<file path="config.mk">
export PLATFORM = sky130hd
export DESIGN_NAME = binary_morphology_3x3
export DESIGN_NICKNAME = d
export VERILOG_FILES = /design/src/bm3_pkg.sv /design/src/bm3_front.sv /design/src/bm3_queue.sv /design/src/bm3_back.sv /design/src/binary_morphology_3x3.sv
export SDC_FILE = /design/constraint.sdc
export NUM_CORES = 2
export LEC_CHECK = 0
export ABC_CLOCK_PERIOD_IN_PS = 37300
export BUFFER_PORTS_ARGS = -buffer_cell sky130_fd_sc_hd__clkbuf_2
export CORE_AREA = 2 2 750 379
export CTS_CLUSTER_SIZE = 12
export DETAILED_ROUTE_END_ITERATION = 7
export DIE_AREA = 0 0 752 381
export GPL_TIMING_DRIVEN = 1
export HOLD_SLACK_MARGIN = 0.02
export PLACE_DENSITY = 0.57
export SLEW_MARGIN = 30
export SYNTH_ARGS = -nofsm -noshare
export SYNTH_HDL_FRONTEND = slang
export SYNTH_SLANG_ARGS = --single-unit
export TNS_END_PERCENT = 100
</file>
<file path="constraint.sdc">
create_clock -name clk -period 37.3 [get_ports clk]
set_input_delay 3.73 -clock clk [delete_from_list [all_inputs] [get_ports clk]]
set_output_delay 3.73 -clock clk [all_outputs]
set_load 0.03 [all_outputs]
</file>
<file path="src/bm3_pkg.sv">
// ============================================================================
// bm3_pkg
// Shared types, codes and constants of the 3x3 binary morphology filter.
// ============================================================================
`default_nettype none

package bm3_pkg;

    // Configuration register widths and reset values.
    localparam int CFG_W         = 11;
    localparam int SHAPE_W       = 2;
    localparam int CFG_INDEX_W   = 2;

    localparam int DEF_MAX_WIDTH  = 1024;
    localparam int DEF_MAX_HEIGHT = 1024;

    localparam logic [CFG_W-1:0] RST_FRAME_WIDTH  = 11'd640;
    localparam logic [CFG_W-1:0] RST_FRAME_HEIGHT = 11'd480;
    localparam logic [CFG_W-1:0] MIN_FRAME_DIM    = 11'd3;

    // Depth of the queue between the front and the back.
    localparam int QUEUE_DEPTH = 4;

    // Window layout: top row bits 8..6, middle 5..3, bottom 2..0.
    localparam logic [8:0] ROW_SHIFT_KEEP  = 9'h1B6;
    localparam logic [8:0] MASK_VERTICAL   = 9'h092;
    localparam logic [8:0] MASK_HORIZONTAL = 9'h038;
    localparam logic [8:0] MASK_FOUR       = 9'h0BA;
    localparam logic [8:0] MASK_EIGHT      = 9'h1FF;

    typedef enum logic [CFG_INDEX_W-1:0] {
        REG_FRAME_WIDTH  = 2'd0,
        REG_FRAME_HEIGHT = 2'd1,
        REG_KERNEL_SHAPE = 2'd2,
        REG_OPERATION    = 2'd3
    } reg_index_t;

    typedef enum logic [SHAPE_W-1:0] {
        SHAPE_VERTICAL   = 2'd0,
        SHAPE_HORIZONTAL = 2'd1,
        SHAPE_FOUR       = 2'd2,
        SHAPE_EIGHT      = 2'd3
    } kernel_shape_t;

    typedef enum logic {
        OP_ERODE  = 1'b0,
        OP_DILATE = 1'b1
    } operation_t;

    typedef enum logic {
        ACT_PIXEL = 1'b0,
        ACT_FLUSH = 1'b1
    } action_t;

    // One work entry handed from the front to the back.
    typedef struct packed {
        logic       update;   // shift a new column into the window
        logic       emit;     // produce one output pixel
        logic       px;       // newest pixel
        logic [1:0] stored;   // line store bits: [1] two rows up, [0] one row up
    } bm3_entry_t;

    typedef struct packed {
        logic full;
        logic empty;
    } bm3_qstat_t;

    function automatic logic [8:0] shape_mask(input kernel_shape_t shape);
        logic [8:0] m;
        case (shape)
            SHAPE_VERTICAL:   m = MASK_VERTICAL;
            SHAPE_HORIZONTAL: m = MASK_HORIZONTAL;
            SHAPE_FOUR:       m = MASK_FOUR;
            SHAPE_EIGHT:      m = MASK_EIGHT;
            default:          m = MASK_EIGHT;
        endcase
        return m;
    endfunction

endpackage

`default_nettype wire

</file>
<file path="src/bm3_front.sv">
// ============================================================================
// bm3_front
// Accepts input beats, tracks the input raster position and the count of
// pixels still owed an output, and reads and updates the two-row line store.
// ============================================================================
`default_nettype none

module bm3_front
    import bm3_pkg::*;
#(
    parameter int MAX_WIDTH  = DEF_MAX_WIDTH,
    parameter int MAX_HEIGHT = DEF_MAX_HEIGHT
)
(
    input  wire logic             clk,
    input  wire logic             rst_n,
    input  wire logic             in_valid,
    output logic                  in_ready,
    input  wire action_t          in_action,
    input  wire logic             in_pixel,
    input  wire logic [CFG_W-1:0] eff_width,
    input  wire logic [CFG_W-1:0] eff_height,
    input  wire bm3_qstat_t       q_stat,
    output logic                  q_push,
    output bm3_entry_t            q_entry
);

    localparam int COL_W  = $clog2(MAX_WIDTH);
    localparam int ROW_W  = $clog2(MAX_HEIGHT);
    localparam int PEND_W = $clog2(MAX_WIDTH + 3);
    localparam int MAX_AB = (COL_W > ROW_W) ? COL_W : ROW_W;
    localparam int MAX_CD = (PEND_W > CFG_W) ? PEND_W : CFG_W;
    localparam int CMP_W  = ((MAX_AB > MAX_CD) ? MAX_AB : MAX_CD) + 2;

    logic [COL_W-1:0]  in_col_reg, in_col_next;
    logic [ROW_W-1:0]  in_row_reg, in_row_next;
    logic [PEND_W-1:0] pend_reg, pend_next;
    logic              f_valid_reg, f_valid_next;

    logic              f_update_reg, f_emit_reg, f_px_reg;
    logic [COL_W-1:0]  f_col_reg;
    logic [1:0]        rd_data_reg;
    logic [1:0]        line_store [MAX_WIDTH];

    logic accept, is_pixel, col_last, row_last, pix_emit, flush_emit;

    assign in_ready = !f_valid_reg || !q_stat.full;
    assign accept   = in_valid && in_ready;
    assign q_push   = f_valid_reg && !q_stat.full;
    assign is_pixel = (in_action == ACT_PIXEL);

    assign col_last   = (CMP_W'(in_col_reg) + CMP_W'(1)) >= CMP_W'(eff_width);
    assign row_last   = (CMP_W'(in_row_reg) + CMP_W'(1)) >= CMP_W'(eff_height);
    assign pix_emit   = CMP_W'(pend_reg) > CMP_W'(eff_width);
    assign flush_emit = (in_col_reg == '0) && (in_row_reg == '0) && (pend_reg != '0);

    always_comb
    begin
        in_col_next  = in_col_reg;
        in_row_next  = in_row_reg;
        pend_next    = pend_reg;
        f_valid_next = f_valid_reg;
        if (q_push)
        begin
            f_valid_next = 1'b0;
        end
        if (accept)
        begin
            if (is_pixel)
            begin
                if (col_last)
                begin
                    in_col_next = '0;
                    in_row_next = row_last ? '0 : in_row_reg + ROW_W'(1);
                end
                else
                begin
                    in_col_next = in_col_reg + COL_W'(1);
                end
                if (!pix_emit)
                begin
                    pend_next = pend_reg + PEND_W'(1);
                end
                f_valid_next = 1'b1;
            end
            else if (flush_emit)
            begin
                pend_next    = pend_reg - PEND_W'(1);
                f_valid_next = 1'b1;
            end
        end
    end

    always_ff @(posedge clk or negedge rst_n)
    begin
        if (!rst_n)
        begin
            in_col_reg  <= '0;
            in_row_reg  <= '0;
            pend_reg    <= '0;
            f_valid_reg <= 1'b0;
        end
        else
        begin
            in_col_reg  <= in_col_next;
            in_row_reg  <= in_row_next;
            pend_reg    <= pend_next;
            f_valid_reg <= f_valid_next;
        end
    end

    always_ff @(posedge clk)
    begin
        if (accept)
        begin
            f_update_reg <= is_pixel;
            f_emit_reg   <= is_pixel ? pix_emit : flush_emit;
            f_px_reg     <= in_pixel;
            f_col_reg    <= in_col_reg;
        end
    end

    // Line store: read when a pixel is taken, written back when it moves on.
    always_ff @(posedge clk)
    begin
        if (accept && is_pixel)
        begin
            rd_data_reg <= line_store[in_col_reg];
        end
        if (q_push && f_update_reg)
        begin
            line_store[f_col_reg] <= {rd_data_reg[0], f_px_reg};
        end
    end

    assign q_entry.update = f_update_reg;
    assign q_entry.emit   = f_emit_reg;
    assign q_entry.px     = f_px_reg;
    assign q_entry.stored = rd_data_reg;

endmodule

`default_nettype wire

</file>
<file path="src/bm3_queue.sv">
// ============================================================================
// bm3_queue
// Small register queue that decouples the front from the back.
// ============================================================================
`default_nettype none

module bm3_queue
    import bm3_pkg::*;
(
    input  wire logic       clk,
    input  wire logic       rst_n,
    input  wire logic       push,
    input  wire bm3_entry_t push_data,
    input  wire logic       pop,
    output bm3_entry_t      head,
    output bm3_qstat_t      stat
);

    localparam int PTR_W = $clog2(QUEUE_DEPTH);
    localparam int CNT_W = $clog2(QUEUE_DEPTH + 1);

    bm3_entry_t       slots [QUEUE_DEPTH];
    logic [PTR_W-1:0] wr_ptr_reg, wr_ptr_next;
    logic [PTR_W-1:0] rd_ptr_reg, rd_ptr_next;
    logic [CNT_W-1:0] count_reg, count_next;

    assign stat.full  = (count_reg == CNT_W'(QUEUE_DEPTH));
    assign stat.empty = (count_reg == '0);
    assign head       = slots[rd_ptr_reg];

    always_comb
    begin
        wr_ptr_next = push ? PTR_W'((32'(wr_ptr_reg) + 1) % QUEUE_DEPTH) : wr_ptr_reg;
        rd_ptr_next = pop  ? PTR_W'((32'(rd_ptr_reg) + 1) % QUEUE_DEPTH) : rd_ptr_reg;
        count_next  = count_reg;
        if (push && !pop)
        begin
            count_next = count_reg + CNT_W'(1);
        end
        else if (pop && !push)
        begin
            count_next = count_reg - CNT_W'(1);
        end
    end

    always_ff @(posedge clk or negedge rst_n)
    begin
        if (!rst_n)
        begin
            wr_ptr_reg <= '0;
            rd_ptr_reg <= '0;
            count_reg  <= '0;
        end
        else
        begin
            wr_ptr_reg <= wr_ptr_next;
            rd_ptr_reg <= rd_ptr_next;
            count_reg  <= count_next;
        end
    end

    always_ff @(posedge clk)
    begin
        if (push)
        begin
            slots[wr_ptr_reg] <= push_data;
        end
    end

endmodule

`default_nettype wire

</file>
<file path="src/bm3_back.sv">
// ============================================================================
// bm3_back
// Shifts columns into the 3x3 window, tracks the output raster position and
// evaluates erosion or dilation into the output register.
// ============================================================================
`default_nettype none

module bm3_back
    import bm3_pkg::*;
#(
    parameter int MAX_WIDTH  = DEF_MAX_WIDTH,
    parameter int MAX_HEIGHT = DEF_MAX_HEIGHT
)
(
    input  wire logic             clk,
    input  wire logic             rst_n,
    input  wire bm3_entry_t       head,
    input  wire bm3_qstat_t       q_stat,
    output logic                  pop,
    input  wire logic [CFG_W-1:0] eff_width,
    input  wire logic [CFG_W-1:0] eff_height,
    input  wire kernel_shape_t    shape,
    input  wire operation_t       op,
    output logic                  out_valid,
    input  wire logic             out_ready,
    output logic                  out_pixel,
    output logic                  out_last
);

    localparam int COL_W  = $clog2(MAX_WIDTH);
    localparam int ROW_W  = $clog2(MAX_HEIGHT);
    localparam int MAX_AB = (COL_W > ROW_W) ? COL_W : ROW_W;
    localparam int CMP_W  = ((MAX_AB > CFG_W) ? MAX_AB : CFG_W) + 2;

    logic [8:0]       window_reg, window_next, win_cur, mask, sel;
    logic [COL_W-1:0] out_col_reg, out_col_next;
    logic [ROW_W-1:0] out_row_reg, out_row_next;
    logic             out_valid_reg, out_valid_next;
    logic             out_pixel_reg, out_last_reg;
    logic             emit, col_last, row_last, interior, value;

    assign pop  = !q_stat.empty && (!head.emit || !out_valid_reg || out_ready);
    assign emit = pop && head.emit;

    assign win_cur = head.update
                   ? (((window_reg << 1) & ROW_SHIFT_KEEP)
                      | {2'b00, head.stored[1], 2'b00, head.stored[0], 2'b00, head.px})
                   : window_reg;
    assign window_next = pop ? win_cur : window_reg;

    assign mask  = shape_mask(shape);
    assign sel   = win_cur & mask;
    assign value = (op == OP_ERODE) ? (sel == mask) : (sel != '0);

    assign col_last = (CMP_W'(out_col_reg) + CMP_W'(1)) >= CMP_W'(eff_width);
    assign row_last = (CMP_W'(out_row_reg) + CMP_W'(1)) >= CMP_W'(eff_height);
    // Interior excludes the first and last rows and columns.
    assign interior = (out_row_reg != '0) && !row_last
                   && ((CMP_W'(out_row_reg) + CMP_W'(2)) <= CMP_W'(eff_height))
                   && (out_col_reg != '0)
                   && ((CMP_W'(out_col_reg) + CMP_W'(2)) <= CMP_W'(eff_width));

    always_comb
    begin
        out_col_next   = out_col_reg;
        out_row_next   = out_row_reg;
        out_valid_next = out_ready ? 1'b0 : out_valid_reg;
        if (emit)
        begin
            out_valid_next = 1'b1;
            if (col_last)
            begin
                out_col_next = '0;
                out_row_next = row_last ? '0 : out_row_reg + ROW_W'(1);
            end
            else
            begin
                out_col_next = out_col_reg + COL_W'(1);
            end
        end
    end

    always_ff @(posedge clk or negedge rst_n)
    begin
        if (!rst_n)
        begin
            window_reg    <= '0;
            out_col_reg   <= '0;
            out_row_reg   <= '0;
            out_valid_reg <= 1'b0;
        end
        else
        begin
            window_reg    <= window_next;
            out_col_reg   <= out_col_next;
            out_row_reg   <= out_row_next;
            out_valid_reg <= out_valid_next;
        end
    end

    always_ff @(posedge clk)
    begin
        if (emit)
        begin
            out_pixel_reg <= interior && value;
            out_last_reg  <= row_last && col_last;
        end
    end

    assign out_valid = out_valid_reg;
    assign out_pixel = out_pixel_reg;
    assign out_last  = out_last_reg;

endmodule

`default_nettype wire

</file>
<file path="src/binary_morphology_3x3.sv">
// ============================================================================
// binary_morphology_3x3
// Streaming 3x3 binary erosion and dilation with selectable structuring element.
// ============================================================================
// Throughput is one beat per clock in both directions unless the queue is full
// or the output stalls; the line store has one read and one write port, each
// used at most once per beat. A result passes the front register, the queue and
// the output register; in stream terms the output trails the input by frame_width + 1 pixels.
// Reset puts the registers at 640 x 480, eight-neighbourhood erosion, and clears
// positions, window and queue; the line store is not cleared and needs none.
`default_nettype none

module binary_morphology_3x3
    import bm3_pkg::*;
#(
    parameter int MAX_WIDTH  = DEF_MAX_WIDTH,
    parameter int MAX_HEIGHT = DEF_MAX_HEIGHT
)
(
    input  wire logic                   clk,
    input  wire logic                   rst_n,
    // Input stream.
    input  wire logic                   s_tvalid,
    output logic                        s_tready,
    input  wire logic [7:0]             s_tdata,   // [0] pixel_in, [7:1] zero
    input  wire logic                   s_tuser,   // [0] action (1 = flush beat)
    // Output stream.
    output logic                        m_tvalid,
    input  wire logic                   m_tready,
    output logic [7:0]                  m_tdata,   // [0] pixel_out, [7:1] zero
    output logic                        m_tlast,   // frame_end
    // Configuration write channel.
    input  wire logic                   cfg_valid,
    output logic                        cfg_ready,
    input  wire logic [CFG_INDEX_W-1:0] cfg_index,
    input  wire logic [CFG_W-1:0]       cfg_data
);

    // Configuration registers. Writes must come only while the stream is idle;
    // the block itself does not enforce this, and writes are always taken.
    logic [CFG_W-1:0] width_reg, height_reg;
    kernel_shape_t    shape_reg;
    operation_t       op_reg;
    logic [CFG_W-1:0] eff_width, eff_height;

    assign cfg_ready = 1'b1;

    always_ff @(posedge clk or negedge rst_n)
    begin
        if (!rst_n)
        begin
            width_reg  <= RST_FRAME_WIDTH;
            height_reg <= RST_FRAME_HEIGHT;
            shape_reg  <= SHAPE_EIGHT;
            op_reg     <= OP_ERODE;
        end
        else if (cfg_valid && cfg_ready)
        begin
            case (reg_index_t'(cfg_index))
                REG_FRAME_WIDTH:  width_reg  <= cfg_data;
                REG_FRAME_HEIGHT: height_reg <= cfg_data;
                REG_KERNEL_SHAPE: shape_reg  <= kernel_shape_t'(cfg_data[SHAPE_W-1:0]);
                REG_OPERATION:    op_reg     <= operation_t'(cfg_data[0]);
                default:          ;
            endcase
        end
    end

    // The frame size in use is clamped to 3 .. MAX_WIDTH and 3 .. MAX_HEIGHT.
    always_comb
    begin
        if (width_reg < MIN_FRAME_DIM)
        begin
            eff_width = MIN_FRAME_DIM;
        end
        else if (32'(width_reg) > 32'(MAX_WIDTH))
        begin
            eff_width = CFG_W'(MAX_WIDTH);
        end
        else
        begin
            eff_width = width_reg;
        end

        if (height_reg < MIN_FRAME_DIM)
        begin
            eff_height = MIN_FRAME_DIM;
        end
        else if (32'(height_reg) > 32'(MAX_HEIGHT))
        begin
            eff_height = CFG_W'(MAX_HEIGHT);
        end
        else
        begin
            eff_height = height_reg;
        end
    end

    // The front decides, per beat, whether it shifts the window, produces
    // an output, or both; flush beats that owe nothing are dropped there.
    bm3_entry_t q_entry, q_head;
    bm3_qstat_t q_stat;
    logic       q_push, q_pop;
    logic       out_pixel;

    bm3_front #(
        .MAX_WIDTH  (MAX_WIDTH),
        .MAX_HEIGHT (MAX_HEIGHT)
    ) u_front (
        .clk        (clk),
        .rst_n      (rst_n),
        .in_valid   (s_tvalid),
        .in_ready   (s_tready),
        .in_action  (action_t'(s_tuser)),
        .in_pixel   (s_tdata[0]),
        .eff_width  (eff_width),
        .eff_height (eff_height),
        .q_stat     (q_stat),
        .q_push     (q_push),
        .q_entry    (q_entry)
    );

    bm3_queue u_queue (
        .clk       (clk),
        .rst_n     (rst_n),
        .push      (q_push),
        .push_data (q_entry),
        .pop       (q_pop),
        .head      (q_head),
        .stat      (q_stat)
    );

    // The back owns the window and the output register, so a stalled output
    // only holds entries that must produce a result.
    bm3_back #(
        .MAX_WIDTH  (MAX_WIDTH),
        .MAX_HEIGHT (MAX_HEIGHT)
    ) u_back (
        .clk        (clk),
        .rst_n      (rst_n),
        .head       (q_head),
        .q_stat     (q_stat),
        .pop        (q_pop),
        .eff_width  (eff_width),
        .eff_height (eff_height),
        .shape      (shape_reg),
        .op         (op_reg),
        .out_valid  (m_tvalid),
        .out_ready  (m_tready),
        .out_pixel  (out_pixel),
        .out_last   (m_tlast)
    );

    assign m_tdata = {7'b0000000, out_pixel};

    // The queue never reports full and empty at once.
    assert property (@(posedge clk) disable iff (!rst_n) !(q_stat.full && q_stat.empty))
        else $error("queue status reports full and empty together");

    // The front only pushes into a queue with room.
    assert property (@(posedge clk) disable iff (!rst_n) q_push |-> !q_stat.full)
        else $error("push into a full queue");

    // The back only pops a queue that holds an entry.
    assert property (@(posedge clk) disable iff (!rst_n) q_pop |-> !q_stat.empty)
        else $error("pop from an empty queue");

endmodule

`default_nettype wire
</file>
==> flow_metrics.env <==
export IMPL_max_freq_mhz=161
export IMPL_worst_ep_arrival_time_ns=6.76
export IMPL_leakagePower_uw=0.0311
export IMPL_die_h_um=381
export IMPL_placed_area_sq_um=96400
export IMPL_synth_seq_area_share_pct=70.7
export IMPL_routedWlPerCell_um=30.6
export IMPL_design_area_sq_um=102000
export IMPL_synth_cell_types=74
export IMPL_synth_top_area_cell="edfxtp_1"
export IMPL_drtIter0Drc=9447
export IMPL_mostFrequentLayoutCell="edfxtp_1"
export IMPL_h_tree_depth=4
export IMPL_pwr_density_cell_nw_per_um2=67.2
export IMPL_r2r_start="u_front.in_col_reg[0]"
export IMPL_max_stage_delay_ns=0.81
export IMPL_utilization_pct=36.4
export IMPL_cts_resized=0
export IMPL_critPathLaunchType="register"
export IMPL_hpwl_mm=175
export IMPL_grt_overflow=0
export IMPL_worstReg2RegEnd="u_front.rd_data_reg[1]"
export IMPL_syn_inst=5572
export IMPL_hp_class="reg -> reg"
export IMPL_synth_area_per_cell_sq_um=16.5
export IMPL_antenna_found_initial=38
export IMPL_cp_required_ns=37.84
export IMPL_drc_errors=0
export IMPL_cts_sinks=2179
export IMPL_rrSetupSlack_ns=31.08
export IMPL_regMostFlops="u_front.line_store"
export IMPL_syn_area_sq_um=91900
export IMPL_largest_reg_flops=2048
export IMPL_finalCriticalPeriod_ns=6.22
export IMPL_grt_pass1_wl_mm=403
export IMPL_dp_slack_ns=30.69
export IMPL_clock_skew_final_ns=0.0586
export IMPL_crit_top_cell="buf_4"
export IMPL_fin_tns_setup_ns=0
export IMPL_ys_top_cells_by_area="edfxtp_1 68%, mux4_2 13%, nor2_1 4.5%"
export IMPL_path_cells="buf_4 -> buf_4 -> buf_4 -> mux4_2 -> nand2_1 -> nand2_1 -> o22ai_1 -> o22ai_1 -> o2111ai_1 -> a21oi_1 -> nor4_1 -> o211ai_1"
export IMPL_status="finished clean"
export IMPL_peakVddDrop_mv=0.0531
export IMPL_core_area_sq_um=281000
export IMPL_post_cts_setup_buffers=0
export IMPL_synth_edf_count=2085
export IMPL_dr_pass1_iters=5
export IMPL_numPortBuffers=23
export IMPL_synthFlopType="edfxtp_1"
export IMPL_syn2layout_area_growth_pct=11.1
export IMPL_die_w_um=752
export IMPL_fillers=26000
export IMPL_holdCritStartpoint="width_reg[1]"
export IMPL_tightest_slew_ns=1.09
export IMPL_track_usage_pct=19.7
export IMPL_final_cell_mix="2085 x edfxtp_1, 1099 x nor2_1, 516 x mux4_2"
export IMPL_reg_largest_list="u_front.line_store: 2048 flops, u_queue.slots: 20 flops"
export IMPL_fin_ws_ns=31.08
export IMPL_crit_start="u_front.in_col_reg[0]"
export IMPL_drv_cap=0
export IMPL_rsz0062_at_grt="no"
export IMPL_die_area_sq_um=287000
export IMPL_gp_congestion=0.863
export IMPL_cts_tree="built"
export IMPL_drive_above_1_share_pct=18.9
export IMPL_slew_violations=0
export IMPL_clkLatencyLatePin_ns=0.88
export IMPL_cts_hold_buffers=0
export IMPL_rows=138
export IMPL_wl_mm=288
export IMPL_ys_warnings_count=0
export IMPL_cts_buffers=208
export IMPL_hold_violations=0
export IMPL_start_util_pct=32.8
export IMPL_reg2regPathDepth=12
export IMPL_crit_path_end="u_front.rd_data_reg[1]"
export IMPL_worstPathMaxFanout=41
export IMPL_vias_per_cell=5.72
export IMPL_relSlewSlack_pct=27.2
export IMPL_path_clk_slew_ns=0.07
export IMPL_grt_pass1_vias=51100
export IMPL_slowest_stage="dfrtp_4"
export IMPL_cts_root_buf="clkbuf_16"
export IMPL_ant_nets=0
export IMPL_worstSetupEndpointType="register"
export IMPL_setup_violations=0
export IMPL_critPathKind="reg -> reg"
export IMPL_synth_async_sr_flop_share_pct=4.31
export IMPL_ioPinCount=39
export IMPL_synth_top_cell_area_share_pct=68.1
export IMPL_grt_max_degree=261
export IMPL_clockBufferDepth=4
export IMPL_synth_seq_cells=2179
export IMPL_vias=53800
export IMPL_final_nets=5687
export IMPL_finalCritPeriodShare_pct=16.7
-- stage by stage --
step	hold slack [ns]	power, uW	cells
after global routing	0.544	7090	9388
final	0.514	6870	9405
after global placement	0.490	4920	9129
after floorplan	0.420	4370	5578
after detailed placement	0.498	4950	9129
after CTS	0.514	6840	9386
-- area by class of cell --
class / count / area, sq um / share of cell area [%]
multi-input combinational: 2944 / 25100 / 24.6
antenna: 17 / 42.5 / 0.0417
clock inverter: 6 / 58.8 / 0.0576
clock buffer: 251 / 5490 / 5.38
tap: 3780 / 4730 / 4.63
inverter: 37 / 141 / 0.138
sequential: 2179 / 65000 / 63.6
timing repair buffer: 191 / 1540 / 1.51
-- kinds of logic (layout without fill, tap and decap cells) --
kind of cell	Yosys count	after routing	share of synthesized area, %
DFF	2179	2179	70.7
and+or+nand+nor	1670	1670	7.48
muxes	688	688	14.6
buffers and inverters	455	485	2.29
AOI/OAI and AO/OA	417	417	3.01
adders and majority gates	99	99	1.36
xor gates and xnor gates	62	62	0.591
other	2	25	0.00817
-- power breakdown --
part           total (uW)  switching [uW]  internal, uW
clock                1930             901          1030
combinational        2020            1270           750
sequential           2920            67.1          2850
total                6870            2240          4630
-- worst max-delay path, delay by kind of cell (launching register included) --
kind	cells	cell delay (ns)
compound gates	5	1.70
buf+inv	3	2.17
flops	1	0.81
mux	1	0.58
simple gates	3	0.61
-- cell usage after synthesis (36+ instances only) --
master and number:
nand3_1 60, edfxtp_1 2085, nand2_1 295, buf_4 39, mux4_2 516, clkbuf_1 265, mux2_2 42, mux2i_1 130
nor3_1 36, xnor2_1 37, nor2_1 1108, dfrtp_1 86, buf_2 70, a21oi_1 61, o21ai_0 106, a22oi_1 39
ha_1 97
-- metal layers --
metal | up-vias | routed length (um) | share of wire [%] | GRT usage, %
met1 | 28200 | 128000 | 44 | 31.3
met4 | 20 | 5150 | 1.8 | 3.44
li1 | 21400 | - | - | -
met2 | 3713 | 108000 | 37 | 24.1
met5 | - | 278 | 0.097 | 0.284
met3 | 409 | 47000 | 16 | 8.96
-- worst min-delay path by stage --
stage / end / slack, ns / depth (start not counted)
floorplan: u_front.f_col_reg[3] / 0.42 / 0
global placement: u_back.out_valid / 0.49 / 1
detailed placement: width_reg[1] / 0.50 / 1
CTS: width_reg[1] / 0.51 / 1
global route: u_front.pend_reg[0] / 0.54 / 1
finish: width_reg[1] / 0.51 / 1
Note: power is estimated with default switching activity, not from simulation.
